$ cat config.mk
export PLATFORM = sky130hd
export DESIGN_NAME = hdr_mastering_infoframe_builder_flat
export DESIGN_NICKNAME = d
export VERILOG_FILES = /design/src/hdl/hmib_pkg.sv /design/src/hdl/hmib_channels.sv /design/src/hdl/hmib_checksum.sv /design/src/hdl/hmib_serializer.sv /design/src/hdl/hdr_mastering_infoframe_builder.sv /design/src/flat_wrapper.sv
export SDC_FILE = /design/constraint.sdc
export NUM_CORES = 1
export LEC_CHECK = 0
export BUFFER_PORTS_ARGS = -buffer_cell sky130_fd_sc_hd__buf_4
export CORE_MARGIN = 1
export CORE_UTILIZATION = 65
export CTS_CLUSTER_SIZE = 30
export DETAILED_ROUTE_END_ITERATION = 16
export PLACE_DENSITY = 0.9
export REMOVE_ABC_BUFFERS = 1
export SLEW_MARGIN = 20
export SYNTH_ARGS = -nofsm -noshare
export SYNTH_HDL_FRONTEND = slang
export SYNTH_SLANG_ARGS = --single-unit
$ cat constraint.sdc
create_clock -name clk -period 12.3 [get_ports clk]
set_clock_uncertainty 0.05 [all_clocks]
set_input_delay 1.23 -clock clk [delete_from_list [all_inputs] [get_ports clk]]
set_output_delay 1.23 -clock clk [all_outputs]
set_load 0.03 [all_outputs]
$ cat src/hdl/hmib_pkg.sv
// ----------------------------------------------------------------------------
// hmib_pkg
// Shared types, constants and byte-selection helpers for the HDR mastering
// infoframe builder.
// ----------------------------------------------------------------------------
package hmib_pkg;

  localparam int GAMUT_COUNT = 6;

  localparam logic [4:0] LAST_POS   = 5'd29;
  localparam logic [4:0] CKSUM_POS  = 5'd3;
  localparam logic [4:0] CHROMA_POS = 5'd6;
  localparam logic [4:0] LUMA_POS   = 5'd22;

  localparam logic [7:0] HDR_TYPE    = 8'h87;
  localparam logic [7:0] HDR_VERSION = 8'h01;
  localparam logic [7:0] HDR_LENGTH  = 8'h1A;
  localparam logic [7:0] META_TYPE   = 8'h00;

  // green x/y, blue x/y, red x/y, white x/y; coordinate * 50000
  localparam logic [15:0] CHROMA_TABLE [GAMUT_COUNT][8] = '{
    '{16'd15000, 16'd30000, 16'd7500, 16'd3000, 16'd32000, 16'd16500, 16'd15635, 16'd16450},
    '{16'd8500,  16'd39850, 16'd6550, 16'd2300, 16'd35400, 16'd14600, 16'd15635, 16'd16450},
    '{16'd13250, 16'd34500, 16'd7500, 16'd3000, 16'd34000, 16'd16000, 16'd15635, 16'd16450},
    '{16'd13250, 16'd34500, 16'd7500, 16'd3000, 16'd34000, 16'd16000, 16'd15700, 16'd17550},
    '{16'd13250, 16'd34500, 16'd7500, 16'd3000, 16'd34000, 16'd16000, 16'd16084, 16'd16884},
    '{16'd13030, 16'd33660, 16'd7210, 16'd2560, 16'd33515, 16'd16485, 16'd15635, 16'd16450}
  };

  typedef struct packed {
    logic [2:0]  eotf;
    logic [2:0]  gamut;
    logic [15:0] peak_lum;
    logic [15:0] black_lum;
    logic [15:0] max_cll;
    logic [15:0] avg_lum;
  } req_t;

  typedef struct packed {
    req_t       req;
    logic [7:0] cksum;
  } frame_t;

  // Unlisted gamut indexes read as zero chromaticities.
  function automatic logic [15:0] chroma_value(logic [2:0] gamut, logic [2:0] k);
    logic [15:0] v;
    v = 16'd0;
    if (int'(gamut) < GAMUT_COUNT) begin
      v = CHROMA_TABLE[gamut][k];
    end
    return v;
  endfunction

  // Byte sum (mod 256) of the sixteen chromaticity bytes; constant per gamut.
  function automatic logic [7:0] chroma_sum(logic [2:0] gamut);
    logic [7:0]  s;
    logic [15:0] v;
    s = 8'd0;
    for (int k = 0; k < 8; k++) begin
      v = chroma_value(gamut, 3'(k));
      s = s + v[7:0] + v[15:8];
    end
    return s;
  endfunction

  // Byte of the frame at a given position; 16-bit words are little-endian.
  function automatic logic [7:0] frame_byte_at(frame_t f, logic [4:0] pos);
    logic [7:0]  b;
    logic [15:0] word;
    logic [4:0]  rel;
    b    = 8'h00;
    word = 16'd0;
    rel  = 5'd0;
    priority if (pos < CHROMA_POS) begin
      case (pos[2:0])
        3'd0:    b = HDR_TYPE;
        3'd1:    b = HDR_VERSION;
        3'd2:    b = HDR_LENGTH;
        3'd3:    b = f.cksum;
        3'd4:    b = {5'd0, f.req.eotf};
        3'd5:    b = META_TYPE;
        default: b = 8'h00;
      endcase
    end else if (pos < LUMA_POS) begin
      rel  = pos - CHROMA_POS;
      word = chroma_value(f.req.gamut, rel[3:1]);
      b    = pos[0] ? word[15:8] : word[7:0];
    end else begin
      rel = pos - LUMA_POS;
      unique case (rel[2:1])
        2'd0: word = f.req.peak_lum;
        2'd1: word = f.req.black_lum;
        2'd2: word = f.req.max_cll;
        2'd3: word = f.req.avg_lum;
      endcase
      b = pos[0] ? word[15:8] : word[7:0];
    end
    return b;
  endfunction

endpackage

$ cat src/hdl/hmib_channels.sv
// ----------------------------------------------------------------------------
// hmib channels
// Valid/ready channel interfaces: request in, infoframe bytes out.
// ----------------------------------------------------------------------------
interface hmib_req_if;
  logic        valid;
  logic        ready;
  logic [2:0]  eotf;
  logic [2:0]  gamut;
  logic [15:0] peak_lum;
  logic [15:0] black_lum;
  logic [15:0] max_cll;
  logic [15:0] avg_lum;

  modport source (output valid, eotf, gamut, peak_lum, black_lum, max_cll, avg_lum,
                  input ready);
  modport sink   (input valid, eotf, gamut, peak_lum, black_lum, max_cll, avg_lum,
                  output ready);
endinterface

interface hmib_byte_if;
  logic       valid;
  logic       ready;
  logic [7:0] frame_byte;
  logic [4:0] byte_position;
  logic       last;

  modport source (output valid, frame_byte, byte_position, last, input ready);
  modport sink   (input valid, frame_byte, byte_position, last, output ready);
endinterface

$ cat src/hdl/hmib_checksum.sv
// ----------------------------------------------------------------------------
// hmib_checksum
// Infoframe checksum: two's complement of the byte sum of the whole frame
// taken with the checksum byte at zero.
// ----------------------------------------------------------------------------
module hmib_checksum (
  input  hmib_pkg::req_t req,
  output logic [7:0]     cksum
);
  import hmib_pkg::*;

  logic [7:0] sum;

  always_comb begin
    sum = HDR_TYPE + HDR_VERSION + HDR_LENGTH + META_TYPE + {5'd0, req.eotf}
        + chroma_sum(req.gamut)
        + req.peak_lum[7:0]  + req.peak_lum[15:8]
        + req.black_lum[7:0] + req.black_lum[15:8]
        + req.max_cll[7:0]   + req.max_cll[15:8]
        + req.avg_lum[7:0]   + req.avg_lum[15:8];
    cksum = 8'd0 - sum;
  end

endmodule

$ cat src/hdl/hmib_serializer.sv
// ----------------------------------------------------------------------------
// hmib_serializer
// Holds the frame in flight and sends it one byte per transaction through a
// registered output stage.
// ----------------------------------------------------------------------------
module hmib_serializer (
  input  logic              clk,
  input  logic              rst,
  input  logic              load_valid,
  output logic              load_ready,
  input  hmib_pkg::frame_t  load_frame,
  hmib_byte_if.source       out
);
  import hmib_pkg::*;

  frame_t     cur;
  logic       busy;
  logic [4:0] pos;
  logic       emit;
  logic       done;
  logic       load;

  assign emit       = busy && (!out.valid || out.ready);
  assign done       = emit && (pos == LAST_POS);
  assign load_ready = !busy || done;
  assign load       = load_valid && load_ready;

  always_ff @(posedge clk) begin
    if (rst) begin
      busy      <= 1'b0;
      pos       <= 5'd0;
      out.valid <= 1'b0;
    end else begin
      if (emit) begin
        out.valid <= 1'b1;
      end else if (out.ready) begin
        out.valid <= 1'b0;
      end
      if (load) begin
        busy <= 1'b1;
        pos  <= 5'd0;
      end else if (done) begin
        busy <= 1'b0;
      end else if (emit) begin
        pos <= pos + 5'd1;
      end
    end
  end

  always_ff @(posedge clk) begin
    if (load) begin
      cur <= load_frame;
    end
    if (emit) begin
      out.frame_byte    <= frame_byte_at(cur, pos);
      out.byte_position <= pos;
      out.last          <= (pos == LAST_POS);
    end
  end

`ifndef NO_ASSERTIONS
  a_pos_range: assert property (@(posedge clk) disable iff (rst)
    busy |-> pos <= LAST_POS)
    else $error("byte position ran past the frame end");

  a_last_pos: assert property (@(posedge clk) disable iff (rst)
    out.valid && out.last |-> out.byte_position == LAST_POS)
    else $error("last flag on wrong byte");

  a_header: assert property (@(posedge clk) disable iff (rst)
    out.valid && out.byte_position == 5'd0 |-> out.frame_byte == HDR_TYPE)
    else $error("frame does not start with the type code");

  a_keep_busy: assert property (@(posedge clk) disable iff (rst)
    emit && pos != LAST_POS |=> busy && pos == $past(pos) + 5'd1)
    else $error("frame dropped before its last byte");
`endif

endmodule

$ cat src/hdl/hdr_mastering_infoframe_builder.sv
// ----------------------------------------------------------------------------
// hdr_mastering_infoframe_builder
// Builds the 30-byte HDR dynamic range and mastering infoframe from one
// request and streams it out one byte per transaction.
// ----------------------------------------------------------------------------
// Each accepted request produces exactly 30 byte transactions, positions 0 to
// 29, with last set on position 29: header 87 01 1A, checksum, EOTF, metadata
// type 0, the eight chromaticities of the selected gamut (zero for indexes 6
// and 7), then peak_lum, black_lum, max_cll and avg_lum, all 16-bit values
// little-endian. An accepted request passes through the input register, the
// frame register and the registered output stage before its first byte is
// valid. The output port sends one byte per cycle while frame.ready is high;
// consecutive frames go out back to back with no gap, because the next
// request waits in the input register while the current frame streams and
// is loaded on the cycle its last byte is issued. The checksum is formed
// when a request moves from the input register into the frame register.
// ----------------------------------------------------------------------------
module hdr_mastering_infoframe_builder (
  input  logic         clk,
  input  logic         rst,
  hmib_req_if.sink     req,
  hmib_byte_if.source  frame
);
  import hmib_pkg::*;

  // Input register: one pending request.
  logic   req_valid;
  req_t   req_data;
  logic   load_ready;
  logic [7:0] cksum;
  frame_t load_frame;

  assign req.ready = !req_valid || load_ready;

  always_ff @(posedge clk) begin
    if (rst) begin
      req_valid <= 1'b0;
    end else if (req.valid && req.ready) begin
      req_valid <= 1'b1;
    end else if (load_ready) begin
      req_valid <= 1'b0;
    end
  end

  always_ff @(posedge clk) begin
    if (req.valid && req.ready) begin
      req_data.eotf      <= req.eotf;
      req_data.gamut     <= req.gamut;
      req_data.peak_lum  <= req.peak_lum;
      req_data.black_lum <= req.black_lum;
      req_data.max_cll   <= req.max_cll;
      req_data.avg_lum   <= req.avg_lum;
    end
  end

  // Checksum over the pending request.
  hmib_checksum u_checksum (
    .req   (req_data),
    .cksum (cksum)
  );

  assign load_frame.req   = req_data;
  assign load_frame.cksum = cksum;

  // Frame register, position counter and output stage.
  hmib_serializer u_serializer (
    .clk        (clk),
    .rst        (rst),
    .load_valid (req_valid),
    .load_ready (load_ready),
    .load_frame (load_frame),
    .out        (frame)
  );

endmodule
$ cat src/flat_wrapper.sv
// flat-port wrapper written by rule: the top's interface ports become plain ports
module hdr_mastering_infoframe_builder_flat import hmib_pkg::*;
  (clk, rst, req_valid, req_eotf, req_gamut, req_peak_lum, req_black_lum, req_max_cll, req_avg_lum, req_ready, frame_valid, frame_frame_byte, frame_byte_position, frame_last, frame_ready);
  hmib_req_if req_i ();
  hmib_byte_if frame_i ();
  input  logic clk;
  input  logic rst;
  input wire logic [$bits(req_i.valid)-1:0] req_valid;
  input wire logic [$bits(req_i.eotf)-1:0] req_eotf;
  input wire logic [$bits(req_i.gamut)-1:0] req_gamut;
  input wire logic [$bits(req_i.peak_lum)-1:0] req_peak_lum;
  input wire logic [$bits(req_i.black_lum)-1:0] req_black_lum;
  input wire logic [$bits(req_i.max_cll)-1:0] req_max_cll;
  input wire logic [$bits(req_i.avg_lum)-1:0] req_avg_lum;
  output wire logic [$bits(req_i.ready)-1:0] req_ready;
  output wire logic [$bits(frame_i.valid)-1:0] frame_valid;
  output wire logic [$bits(frame_i.frame_byte)-1:0] frame_frame_byte;
  output wire logic [$bits(frame_i.byte_position)-1:0] frame_byte_position;
  output wire logic [$bits(frame_i.last)-1:0] frame_last;
  input wire logic [$bits(frame_i.ready)-1:0] frame_ready;
  assign req_i.valid = req_valid;
  assign req_i.eotf = req_eotf;
  assign req_i.gamut = req_gamut;
  assign req_i.peak_lum = req_peak_lum;
  assign req_i.black_lum = req_black_lum;
  assign req_i.max_cll = req_max_cll;
  assign req_i.avg_lum = req_avg_lum;
  assign req_ready = req_i.ready;
  assign frame_valid = frame_i.valid;
  assign frame_frame_byte = frame_i.frame_byte;
  assign frame_byte_position = frame_i.byte_position;
  assign frame_last = frame_i.last;
  assign frame_i.ready = frame_ready;
  hdr_mastering_infoframe_builder u_core (.clk(clk), .rst(rst), .req(req_i), .frame(frame_i));
endmodule
==> results.ini <==
[hold_path]
hp-class = flip-flop to flip-flop

[final_layout]
final_common_cell = edfxtp_1
final_nets = 1109
num_antenna_cells = 0
synthToLayoutAreaGrowth_pct = 13.8
post-route-util = 0.765
multi_input_area_sq_mm = 0.00459
final_cell_mix = edfxtp_1 (162), inv_1 (136), buf_4 (96)
drive_above_1_share = 0.160
regArea_sq_mm = 0.00502
fill_cells = 940

[clocking]
clk_transition_reported_paths_ns = 0.08
cts_sinks = 170
hold_buffers = 0
clk_latency_ns = 0.43
htreeDepth = 4
postCtsSetupBuffers = 0
cts_resized = 0
tritoncts = done
cts_buffers = 17
ctsRootBufferMaster = clkbuf_16
cts_buffer_depth = 2

[setup_path]
crit_path_max_incr_delay_ns = 0.76
end_kind = flip-flop
worstPathArrival_ns = 7.34
cp_max_fo = 21
startpoint_type = flip-flop
worstSetupPathType = flip-flop to flip-flop
worstPathRequired_ns = 12.43
worst-path-buf-inv = 5
crit_slowest_cell = edfxtp_1
crit_top_cell = fa_1
crit_chain = ha_1, clkinv_1, nand3_1, inv_1, fa_1, fa_1, fa_1, fa_1, inv_1, fa_1, inv_1, fa_1, fa_1, inv_1, ha_1, a21o_1, a21oi_1, o21bai_1, a21oi_1, xnor2_1, xnor2_1
cp_top_family = adder cells

[sta]
rsz0062_at_grt = no
worst_pin_slew_ns = 1.10
period_needed_ns = 7.21
hold_slack_ns = 0.401
setup_viol = 0
finalHoldViolations = 0
finalMaxSlewViolations = 0
max_slew_margin = 0.269
fmax_mhz = 139
period_share = 0.586
setup-tns-final_ns = 0
finalWorstSetupSlack_ns = 5.09

[power_and_ir_drop]
fin_total_pwr_mw = 2.98
leakagePower_nw = 4.81
peakVddDrop_uv = 279
p_per_area_mw_per_mm2 = 254

[global_route]
grt_pass1_vias = 6893
groute.usage.overall = 0.294
grt_pass1_wl_um = 35100
antenna_found_initial = 1
grt_max_degree = 80
grt_overflow = 0

[status]
outcome = finished, final reports clean

[route]
drtIter0Drc = 1013
drc_errors = 0
drt-total-wl_um = 22300
ant_nets = 0
avgViaCountPerCell = 5.87
vias = 6606
dr.pass1.iters = 8
wl_per_cell_um = 19.9

[logic_synthesis]
synth_seq_cells = 170
async_flop_share = 0
yosysWarnings = 0
synth-edff-count = 162
ys_types = 59
synth_cells = 824
synth.cell_area_sq_mm = 0.0103
syn_avg_cell_area_sq_um = 12.5
synthFlopType = edfxtp_1
synth-seq-area-share = 0.489

[floorplanning]
rows = 45
ioPinCount = 90
fp.coreArea_sq_mm = 0.0153
dieArea_sq_mm = 0.0163
start_util = 0.672
die_h_um = 128
dieWidth_um = 128

[placement]
dp_slack_ns = 5.20
io_buffers = 89
dp_hpwl_um = 15500
gp_congestion = 0.934

[flow_run]
max-cap-violations = 0

-- logic make-up (layout without fill, tap and decap cells) --
| group | after synthesis | after routing | synth area share |
|---|---|---|---|
| fa+ha+maj | 134 | 134 | 0.223 |
| buf+inv | 175 | 265 | 0.0671 |
| simple gates | 135 | 135 | 0.0603 |
| flops | 170 | 170 | 0.489 |
| other cells | 1 | 1 | 0.000365 |
| mux | 9 | 9 | 0.0185 |
| compound gates | 151 | 151 | 0.0967 |
| xor+xnor | 49 | 49 | 0.0456 |
-- registers in the layout (all words and copies together), names as in the netlist --
name	cells
u_core.u_serializer.cur	78
u_core.load_frame	70
u_core.u_serializer.out.frame_byte	8
u_core.u_serializer.out.byte_position	5
u_core.u_serializer.pos	5
u_core.req_valid	1
u_core.u_serializer.busy	1
u_core.u_serializer.out.last	1
u_core.u_serializer.out.valid	1
-- cells in the mapped netlist, drive strengths merged (4+ instances only) --
cell type	number	area share
xnor2	36	0.032
a222oi	16	0.016
nor3	16	0.0083
nor2	44	0.016
o21ai	31	0.015
edfxtp	162	0.47
inv	136	0.050
a21oi	50	0.024
nor2b	9	0.0055
mux4	8	0.018
clkbuf	14	0.0051
nand2	37	0.014
nand2b	9	0.0055
a31oi	5	0.0030
dfxtp	8	0.016
ha	52	0.063
and3	4	0.0024
xor2	12	0.011
nand3	7	0.0034
o22ai	6	0.0036
buf	24	0.012
a21o	5	0.0036
fa	82	0.16
o221ai	5	0.0043
-- metrics by stage --
stage | instance area, sq um | instances
2_1_floorplan | 10100 | 786
3_3_place_gp | 11100 | 1093
3_5_place_dp | 11100 | 1093
4_1_cts | 11700 | 1125
5_1_grt | 11700 | 1125
6_report | 11700 | 1125
-- worst reg2reg max path: stages (launching register included) --
cell and delay [ns]:
edfxtp_1 0.76, ha_1 0.59, clkinv_1 0.37, nand3_1 0.21, inv_1 0.12, fa_1 0.47, fa_1 0.55, fa_1 0.45
fa_1 0.51, inv_1 0.05, fa_1 0.44, inv_1 0.11, fa_1 0.44, fa_1 0.54, inv_1 0.06, ha_1 0.27
a21o_1 0.18, a21oi_1 0.25, o21bai_1 0.09, a21oi_1 0.19, xnor2_1 0.16, xnor2_1 0.11
-- layout make-up --
type | count | share of cell area
Tap cell | 211 | 0.0225
Clock buffer | 17 | 0.0363
Clock inverter | 15 | 0.0146
Sequential cell | 170 | 0.429
Multi-Input combinational cell | 479 | 0.392
Timing Repair Buffer | 96 | 0.0615
Inverter | 137 | 0.0439
-- layer usage --
layer / track usage / up-vias / part of all wire
li1: - / 3016 / -
met1: 0.351 / 3184 / 0.38
met2: 0.506 / 334 / 0.51
met3: 0.0680 / 72 / 0.066
met4: 0.143 / 0 / 0.043
met5: 0 / - / 0
-- final timing paths --
path | depth (start not counted) | to | slack, ns | from
worst max-delay path | 21 | u_core.u_serializer.cur[7] | 5.09 | u_core.load_frame[73]
worst min-delay path | 0 | u_core.u_serializer.cur[22] | 0.40 | u_core.load_frame[22]
worst max register to register | 21 | u_core.u_serializer.cur[7] | 5.09 | u_core.load_frame[73]
worst min register to register | 0 | u_core.u_serializer.cur[22] | 0.40 | u_core.load_frame[22]
-- power by group --
group	total (mW)	internal [mW]	switching, mW
logic	1.64	0.760	0.881
clock network	0.527	0.273	0.254
registers	0.808	0.783	0.0256
total	2.98	1.82	1.16
Power figures use the tool's default switching activity.
